==> src/hdl/page_map_first_fit_allocator_macros.svh <==
// Assertion macros for the page map first-fit allocator.
// Used by the top level; relies on clk and rst in the including scope.
`ifndef PAGE_MAP_FIRST_FIT_ALLOCATOR_MACROS_SVH
`define PAGE_MAP_FIRST_FIT_ALLOCATOR_MACROS_SVH

// Same-cycle implication, disabled during reset.
`define PMFFA_ASSERT_NOW(lbl, ante, cons) \
  lbl: assert property (@(posedge clk) disable iff (rst) (ante) |-> (cons)) \
    else $error("page map allocator check failed");

// Next-cycle implication, disabled during reset.
`define PMFFA_ASSERT_NEXT(lbl, ante, cons) \
  lbl: assert property (@(posedge clk) disable iff (rst) (ante) |=> (cons)) \
    else $error("page map allocator check failed");

`endif

==> src/hdl/pmffa_pkg.sv <==
// Shared types and constants for the page map first-fit allocator.
// No dependencies.
package pmffa_pkg;

  localparam int PAGE_TOTAL_DEFAULT = 4096;

  typedef enum logic [1:0] {
    OP_MAP     = 2'd0,
    OP_RELEASE = 2'd1,
    OP_RESERVE = 2'd2,
    OP_FIND    = 2'd3
  } op_t;

  typedef enum logic [1:0] {
    ST_CLEAR,
    ST_IDLE,
    ST_RANGE,
    ST_FIND
  } state_t;

  typedef struct packed {
    op_t         operation;
    logic [11:0] start_page;
    logic [12:0] page_count;
    logic        mark_value;
    logic        allow_remap;
  } cmd_t;

  typedef struct packed {
    logic        found;
    logic [11:0] first_page;
    logic        range_clipped;
  } res_t;

  typedef struct packed {
    logic used_we;
    logic mark_we;
    logic used_wdata;
    logic mark_wdata;
  } mem_ctl_t;

endpackage

==> src/hdl/pmffa_ctrl.sv <==
// Sequencer for the page map: clearing pass, range writes and first-fit scan.
// Depends on pmffa_pkg; drives the used and mark RAMs.
module pmffa_ctrl #(
  parameter int PAGE_TOTAL = pmffa_pkg::PAGE_TOTAL_DEFAULT
) (
  input  logic                          clk,
  input  logic                          rst,
  input  logic                          start,
  output logic                          busy,
  input  pmffa_pkg::cmd_t               command,
  output logic                          done,
  output pmffa_pkg::res_t               result,
  output pmffa_pkg::mem_ctl_t           mem_ctl,
  output logic [$clog2(PAGE_TOTAL)-1:0] waddr,
  output logic [$clog2(PAGE_TOTAL)-1:0] raddr,
  input  logic                          used_rdata,
  input  logic                          mark_rdata
);

  localparam int AW = $clog2(PAGE_TOTAL);
  localparam int CW = AW + 1;
  localparam int SW = (CW > 14) ? CW : 14;
  localparam logic [SW-1:0] LIMIT = SW'(PAGE_TOTAL);

  pmffa_pkg::state_t state, state_next;
  pmffa_pkg::op_t    op, op_next;
  logic [SW-1:0]     ptr, ptr_next;
  logic [SW-1:0]     range_end, range_end_next;
  logic [SW-1:0]     rd_page, rd_page_next;
  logic [SW-1:0]     run_start, run_start_next;
  logic [12:0]       run_len, run_len_next;
  logic [12:0]       count, count_next;
  logic              mark, mark_next;
  logic              remap, remap_next;
  logic              clip, clip_next;
  logic              rd_valid, rd_valid_next;
  logic              done_next;
  pmffa_pkg::res_t   result_next;
  logic [SW-1:0]     sum;
  logic [SW-1:0]     cand;
  logic [12:0]       len_inc;
  logic              page_ok;

  always_ff @(posedge clk) begin
    if (rst) begin
      state    <= pmffa_pkg::ST_CLEAR;
      ptr      <= '0;
      rd_valid <= 1'b0;
      done     <= 1'b0;
    end else begin
      state    <= state_next;
      ptr      <= ptr_next;
      rd_valid <= rd_valid_next;
      done     <= done_next;
    end
  end

  always_ff @(posedge clk) begin
    op        <= op_next;
    range_end <= range_end_next;
    rd_page   <= rd_page_next;
    run_start <= run_start_next;
    run_len   <= run_len_next;
    count     <= count_next;
    mark      <= mark_next;
    remap     <= remap_next;
    clip      <= clip_next;
    result    <= result_next;
  end

  assign busy    = (state != pmffa_pkg::ST_IDLE);
  assign page_ok = !used_rdata || (remap && mark_rdata);
  assign len_inc = run_len + 13'd1;
  assign sum     = SW'(command.start_page) + SW'(command.page_count);
  assign cand    = (run_len == 13'd0) ? rd_page : run_start;
  assign waddr   = ptr[AW-1:0];
  assign raddr   = ptr[AW-1:0];

  always_comb begin
    state_next     = state;
    op_next        = op;
    ptr_next       = ptr;
    range_end_next = range_end;
    rd_page_next   = rd_page;
    run_start_next = run_start;
    run_len_next   = run_len;
    count_next     = count;
    mark_next      = mark;
    remap_next     = remap;
    clip_next      = clip;
    rd_valid_next  = rd_valid;
    done_next      = 1'b0;
    result_next    = result;
    mem_ctl        = '0;
    unique case (state)
      pmffa_pkg::ST_CLEAR: begin
        mem_ctl.used_we = 1'b1;
        mem_ctl.mark_we = 1'b1;
        ptr_next        = ptr + SW'(1);
        if (ptr == LIMIT - SW'(1)) begin
          state_next = pmffa_pkg::ST_IDLE;
        end
      end
      pmffa_pkg::ST_IDLE: begin
        if (start) begin
          op_next       = command.operation;
          ptr_next      = SW'(command.start_page);
          count_next    = command.page_count;
          mark_next     = command.mark_value;
          remap_next    = command.allow_remap;
          run_len_next  = '0;
          rd_valid_next = 1'b0;
          if (sum > LIMIT) begin
            range_end_next = LIMIT;
            clip_next      = 1'b1;
          end else begin
            range_end_next = sum;
            clip_next      = 1'b0;
          end
          if (command.operation == pmffa_pkg::OP_FIND) begin
            state_next = pmffa_pkg::ST_FIND;
          end else begin
            state_next = pmffa_pkg::ST_RANGE;
          end
        end
      end
      pmffa_pkg::ST_RANGE: begin
        if (ptr < range_end) begin
          mem_ctl.used_we    = (op != pmffa_pkg::OP_RESERVE);
          mem_ctl.mark_we    = 1'b1;
          mem_ctl.used_wdata = (op == pmffa_pkg::OP_MAP);
          mem_ctl.mark_wdata = (op != pmffa_pkg::OP_RELEASE) && mark;
          ptr_next           = ptr + SW'(1);
        end else begin
          state_next                = pmffa_pkg::ST_IDLE;
          done_next                 = 1'b1;
          result_next.found         = 1'b0;
          result_next.first_page    = '0;
          result_next.range_clipped = clip;
        end
      end
      pmffa_pkg::ST_FIND: begin
        if (ptr < LIMIT) begin
          rd_valid_next = 1'b1;
          rd_page_next  = ptr;
          ptr_next      = ptr + SW'(1);
        end else begin
          rd_valid_next = 1'b0;
        end
        if (rd_valid) begin
          if (page_ok) begin
            run_start_next = cand;
            run_len_next   = len_inc;
            if (len_inc >= count) begin
              state_next                = pmffa_pkg::ST_IDLE;
              done_next                 = 1'b1;
              result_next.found         = 1'b1;
              result_next.first_page    = cand[11:0];
              result_next.range_clipped = 1'b0;
            end
          end else begin
            run_len_next = '0;
          end
        end else if (!(ptr < LIMIT)) begin
          state_next                = pmffa_pkg::ST_IDLE;
          done_next                 = 1'b1;
          result_next.found         = 1'b0;
          result_next.first_page    = '0;
          result_next.range_clipped = 1'b0;
        end
      end
    endcase
  end

endmodule

==> config.mk <==
export PLATFORM = sky130hd
export DESIGN_NAME = pmffa_ctrl
export DESIGN_NICKNAME = d
export VERILOG_FILES = /design/src/hdl/page_map_first_fit_allocator_macros.svh /design/src/hdl/pmffa_pkg.sv /design/src/hdl/pmffa_ctrl.sv
export SDC_FILE = /design/constraint.sdc
export NUM_CORES = 1
export LEC_CHECK = 0
export ABC_AREA = 1
export BUFFER_PORTS_ARGS = -buffer_cell sky130_fd_sc_hd__clkbuf_2
export CAP_MARGIN = 5
export CORE_MARGIN = 3
export CORE_UTILIZATION = 53
export CTS_CLUSTER_SIZE = 25
export DETAILED_ROUTE_END_ITERATION = 6
export GPL_ROUTABILITY_DRIVEN = 0
export MAX_ROUTING_LAYER = met4
export PLACE_DENSITY = 0.82
export SLEW_MARGIN = 20
export SYNTH_ARGS = -nofsm -noshare
export SYNTH_HDL_FRONTEND = slang
export SYNTH_SLANG_ARGS = --single-unit
==> constraint.sdc <==
create_clock -name clk -period 3 [get_ports clk]
set_input_delay 0.45 -clock clk [delete_from_list [all_inputs] [get_ports clk]]
set_output_delay 0.45 -clock clk [all_outputs]
set_load 0.05 [all_outputs]
* Yosys cells after proc, flatten, opt, wreduce, memory -nomap -nowiden *
Index checks and enable logic that the tools add are counted.
Widths: inputs -> output; s select.

word-level totals
  output and inout bits = 44
  bits in registers = 101
  bits of input ports = 34

operators by class
  multiplexer cells = 37
  add/sub/neg operators = 3
  $lt $le $gt $ge = 4
  equality and inequality tests = 17
  reductions and logical operators = 17

operator list
  kind                   count
  $mux 14                8
  $pmux 14 s4            1
  $mux 13                3
  $pmux 14 s2            1
  $pmux 13 s2            1
  $mux 2                 8
  $add 12x13->14         1
  $add 14x1->14 const B  1
  $eq 14x12->1 const B   1
  $gt 14x13->1 const B   1
  $lt 14x13->1 const B   1
  $lt 14x14->1           1
  $ne 2x2->1 const B     7
  $add 13x1->13 const B  1
  $ge 13x13->1           1
  $logic_not 13->1       1
  $mux 12                1
  $mux 1                 9
  $ne 3x3->1 const B     3
  $reduce_and 3->1       3
  $pmux 2 s4             1
  $eq 2x2->1 const B     3
  $reduce_and 2->1       3
  $reduce_and 6->1       1
  other kinds (11)       16

* Logic depth before layout (Yosys ltp) *
  depth in word-level cells = 6
  depth in mapped cells = 18
  gate-level depth less buffers = 18

* Worst setup path before layout *
Ideal clock, no wire load.

  kind = reg2reg
  from = register, netlist name ptr[12]
  to = register run_len[0] (enable)
  cell stages (with the launch flop) = 9
  arrival time = 2.967 ns
  path buffers = 0
  required time = 2.644 ns
  path slack = -0.322 ns
  cell sequence = dfxtp_1 -> nor2_1 -> inv_1 -> nor2_1 -> nand2_1 -> o21ai_0 -> nor2_1 -> inv_1 -> nand2_1

RTL lines
  element                 line              text
  end signal: assignment  pmffa_ctrl.sv:63  run_len <= run_len_next;
  end: declaration        pmffa_ctrl.sv:31  logic [12:0] run_len, run_len_next;

==> out/summary.txt <==
Status - complete, no violations
Place WS - 0.105 ns
IO buf count - 77
R2R Path End - result[3]
Share of power burned in registers - 50.5%
GRT Overall Usage - 22.2%
Gr ovfl total - 0
# fillers - 935
Mapped Cells - 733
R2r startpoint - run_len[0]
Post-Route WL - 13600 um
Number of global-route vias before repair - 4587
Post-synthesis cell area - 0.00612 mm^2
Critical Path Start Type - register
F_max - 350 MHz
Post-synth ARST share - 0%
Hold Slack - 0.288 ns
Post-synth EDFFs - 83
Clock power frac - 39.1%
Critical Path RT - 2.55 ns
Max Cap Violations - 0
Slowest stage delay, CP - 0.43 ns
Post-Syn Nets - 810
Worst slew margin - 62.6%
DIE AREA - 0.0129 mm^2
Critical path endpoint - mem_ctl[3]
P_sw - 791 uW
Die Y - 113 um
Clock slew seen by the registers of the worst setup and hold paths - 0.08 ns
CTS Sinks - 101
Maximum clock path buffer count - 2
Post-synth top area cell - edfxtp_1
IO Pins - 78
Initial antenna violation count - 0
Final Hold Viols - 0
Hold Path Class - input port to register
Final design utilization - 62.5%
Setup CP Type - register to output port
Via density per instance - 5.23
Wire per inst - 14.3 um
Critical path cell sequence - ha_1 > nand2_1 > inv_1 > o21ai_0 > a21oi_1 > nor2_1 > nand3_2 > o21ai_0 > o31a_1 > clkbuf_4
Max-slew violations - 0
Row count - 38
Most used cell, CP - o21ai_0
Worst EP arrival - 2.41 ns
Area delta synth->final - 13.1%
RSZ-0062 raised after global routing - false
Total internal power - 2.21 mW
Top cells by area, synth - edfxtp_1 (41%), nand2_1 (11%), ha_1 (8.6%)
DR iter-0 viols - 394
YS warnings - 0
Remaining antenna violation count - 0
Starting density of the core - 55.3%
CTS Root Cell - clkbuf_16
Clk_skew - 0.00968 ns
Ratio of cells with drive above 1 in the final layout - 17.4%
Crit path max fanout - 8
Core box area - 0.0111 mm^2
Fin crit share - 95.2%
Logic pwr share - 10.5%
Global-route wire length before repair - 22000 um
Final min period - 2.86 ns
Vias - 4966
P per Cell Area - 434 mW/mm^2
Setup TNS - 0 ns
Synth Flop Type - edfxtp_1
VDD IR max - 0.380 mV
Synth top area share - 40.7%
CP endpoint kind - output port
Largest net degree at the start of global routing - 33
H-tree depth - 3
Count leader, synth - nand2_1
DP Wirelength - 10400 um
Ant. Diodes - 0
Switching Share - 26.3%
Drt pass-1 iters - 5
Seq cells post-synth - 101
Worst slew pin tran - 0.559 ns
Crit-path slowest cell - dfxtp_1
Unique cell type count in the Yosys netlist - 35
Leak - 3.29 nW
CP top delay family - compound AO/OA/AOI/OAI gates
CTS tree - built
Most instantiated cells after synthesis - nand2_1 (184), inv_1 (116), edfxtp_1 (83), nor2_1 (64)
Setup-failing EPs final - 0
Horiz. Die Dim - 113 um
DR DRC count - 0
Crit path buf inv count - 2
Reg2Reg Setup Slack - 0.26 ns
Final setup margin - 0.144 ns
Crit path depth - 10
Register area share after synthesis - 46.6%
Synthesized area per cell - 8.35 um^2
# nets final - 881
CTS Buf Count - 9
Clk Latency, worst-skew pair - 0.36 ns
Crit path from - ptr[6]
R2R cell count - 16
## metal layers
metal	part of all wire, %	global-route usage [%]
met1	45	29.4
met2	46	34.9
met3	6.6	4.19
met4	2.1	7.13
met5	0	-
## kinds of logic (layout without fill, tap and decap cells)
group	after synthesis	after routing	share of synthesized area, %
AND/OR/NAND/NOR	337	337	23.3
buffers and inverters	156	232	11.4
flip-flops	101	101	46.6
AO/OA/AOI/OAI	81	81	7.70
adder cells (fa/ha/maj)	43	43	8.91
XOR/XNOR	14	14	2.00
other	1	1	0.0612
## flip-flops by register name, summed over array words and instances (netlist names), 2 cells and up
register   count
range_end     14
count         13
run_len       13
op             2
run_start     12
state          2
rd_page       12
result        14
ptr           14
## layout by cell type (no fill, tap or decap), types with 2 or more instances in the layout
| master | count |
|---|---|
| dfxtp_1 | 17 |
| inv_8 | 2 |
| o31ai_1 | 2 |
| a21oi_1 | 45 |
| nor3_2 | 2 |
| buf_6 | 2 |
| nand4_1 | 19 |
| a21oi_2 | 12 |
| nand2_1 | 184 |
| inv_2 | 2 |
| xnor2_1 | 2 |
| ha_1 | 42 |
| nand2_2 | 4 |
| inv_6 | 3 |
| o21ai_0 | 15 |
| clkbuf_16 | 9 |
| xor2_1 | 12 |
| nor2_4 | 2 |
| a31oi_1 | 2 |
| nand3b_1 | 4 |
| and2_1 | 3 |
| buf_4 | 19 |
| nor2_2 | 2 |
| inv_1 | 116 |
| nand3_1 | 44 |
| edfxtp_1 | 83 |
| o21bai_1 | 2 |
| clkbuf_2 | 76 |
| nor2_1 | 60 |
| nor3_1 | 9 |
## layout make-up
cell class / count / area (um^2) / share of cell area [%]
inverters: 118 / 443 / 6.39
repair buffers: 98 / 553 / 7.98
multi-input cells: 476 / 2600 / 37.6
clock inverters: 7 / 73.8 / 1.07
clock buffers: 9 / 225 / 3.25
well taps: 140 / 175 / 2.53
flip-flops and latches: 101 / 2850 / 41.2
## timing repair
item	4_1_cts	5_1_grt
setup buffers	0	1
gates resized for setup	0	13
setup endpoints to repair	0	15
hold buffers	0	0
## through the flow
| stage | cell area (um^2) | total power [mW] | cells |
|---|---|---|---|
| after floorplan | 6130 | 1.78 | 733 |
| after global placement | 6580 | 1.85 | 931 |
| after detailed placement | 6580 | 1.86 | 931 |
| after CTS | 6880 | 3.01 | 947 |
| after global routing | 6930 | 3.11 | 949 |
| final | 6930 | 3.00 | 949 |
## power by group through the flow
stage	combinational (mW)	sequential, mW	clock [mW]
finish	0.315	1.52	1.17
floorplan	0.229	1.55	0
detailed placement	0.311	1.55	0
CTS	0.313	1.52	1.18
global route	0.354	1.52	1.24
global placement	0.307	1.55	0
## worst reg2reg max path, delay by kind of cell, from the launching register on
kind | cells | cell delay, ns
XOR/XNOR | 1 | 0.21
adder cells (fa/ha/maj) | 1 | 0.28
buffers and inverters | 4 | 0.37
flip-flops | 1 | 0.40
AND/OR/NAND/NOR | 10 | 1.20
## worst min path at each step
| stage | start | endpoint | cells after the start |
|---|---|---|---|
| floorplan | ptr[13] | ptr[13] | 2 |
| global placement | rd_page[5] | run_start[5] | 2 |
| detailed placement | rd_page[6] | run_start[6] | 2 |
| CTS | command[1] | mark | 1 |
| global route | command[1] | mark | 1 |
| finish | command[1] | mark | 1 |
(Power assumes the default switching activity.)
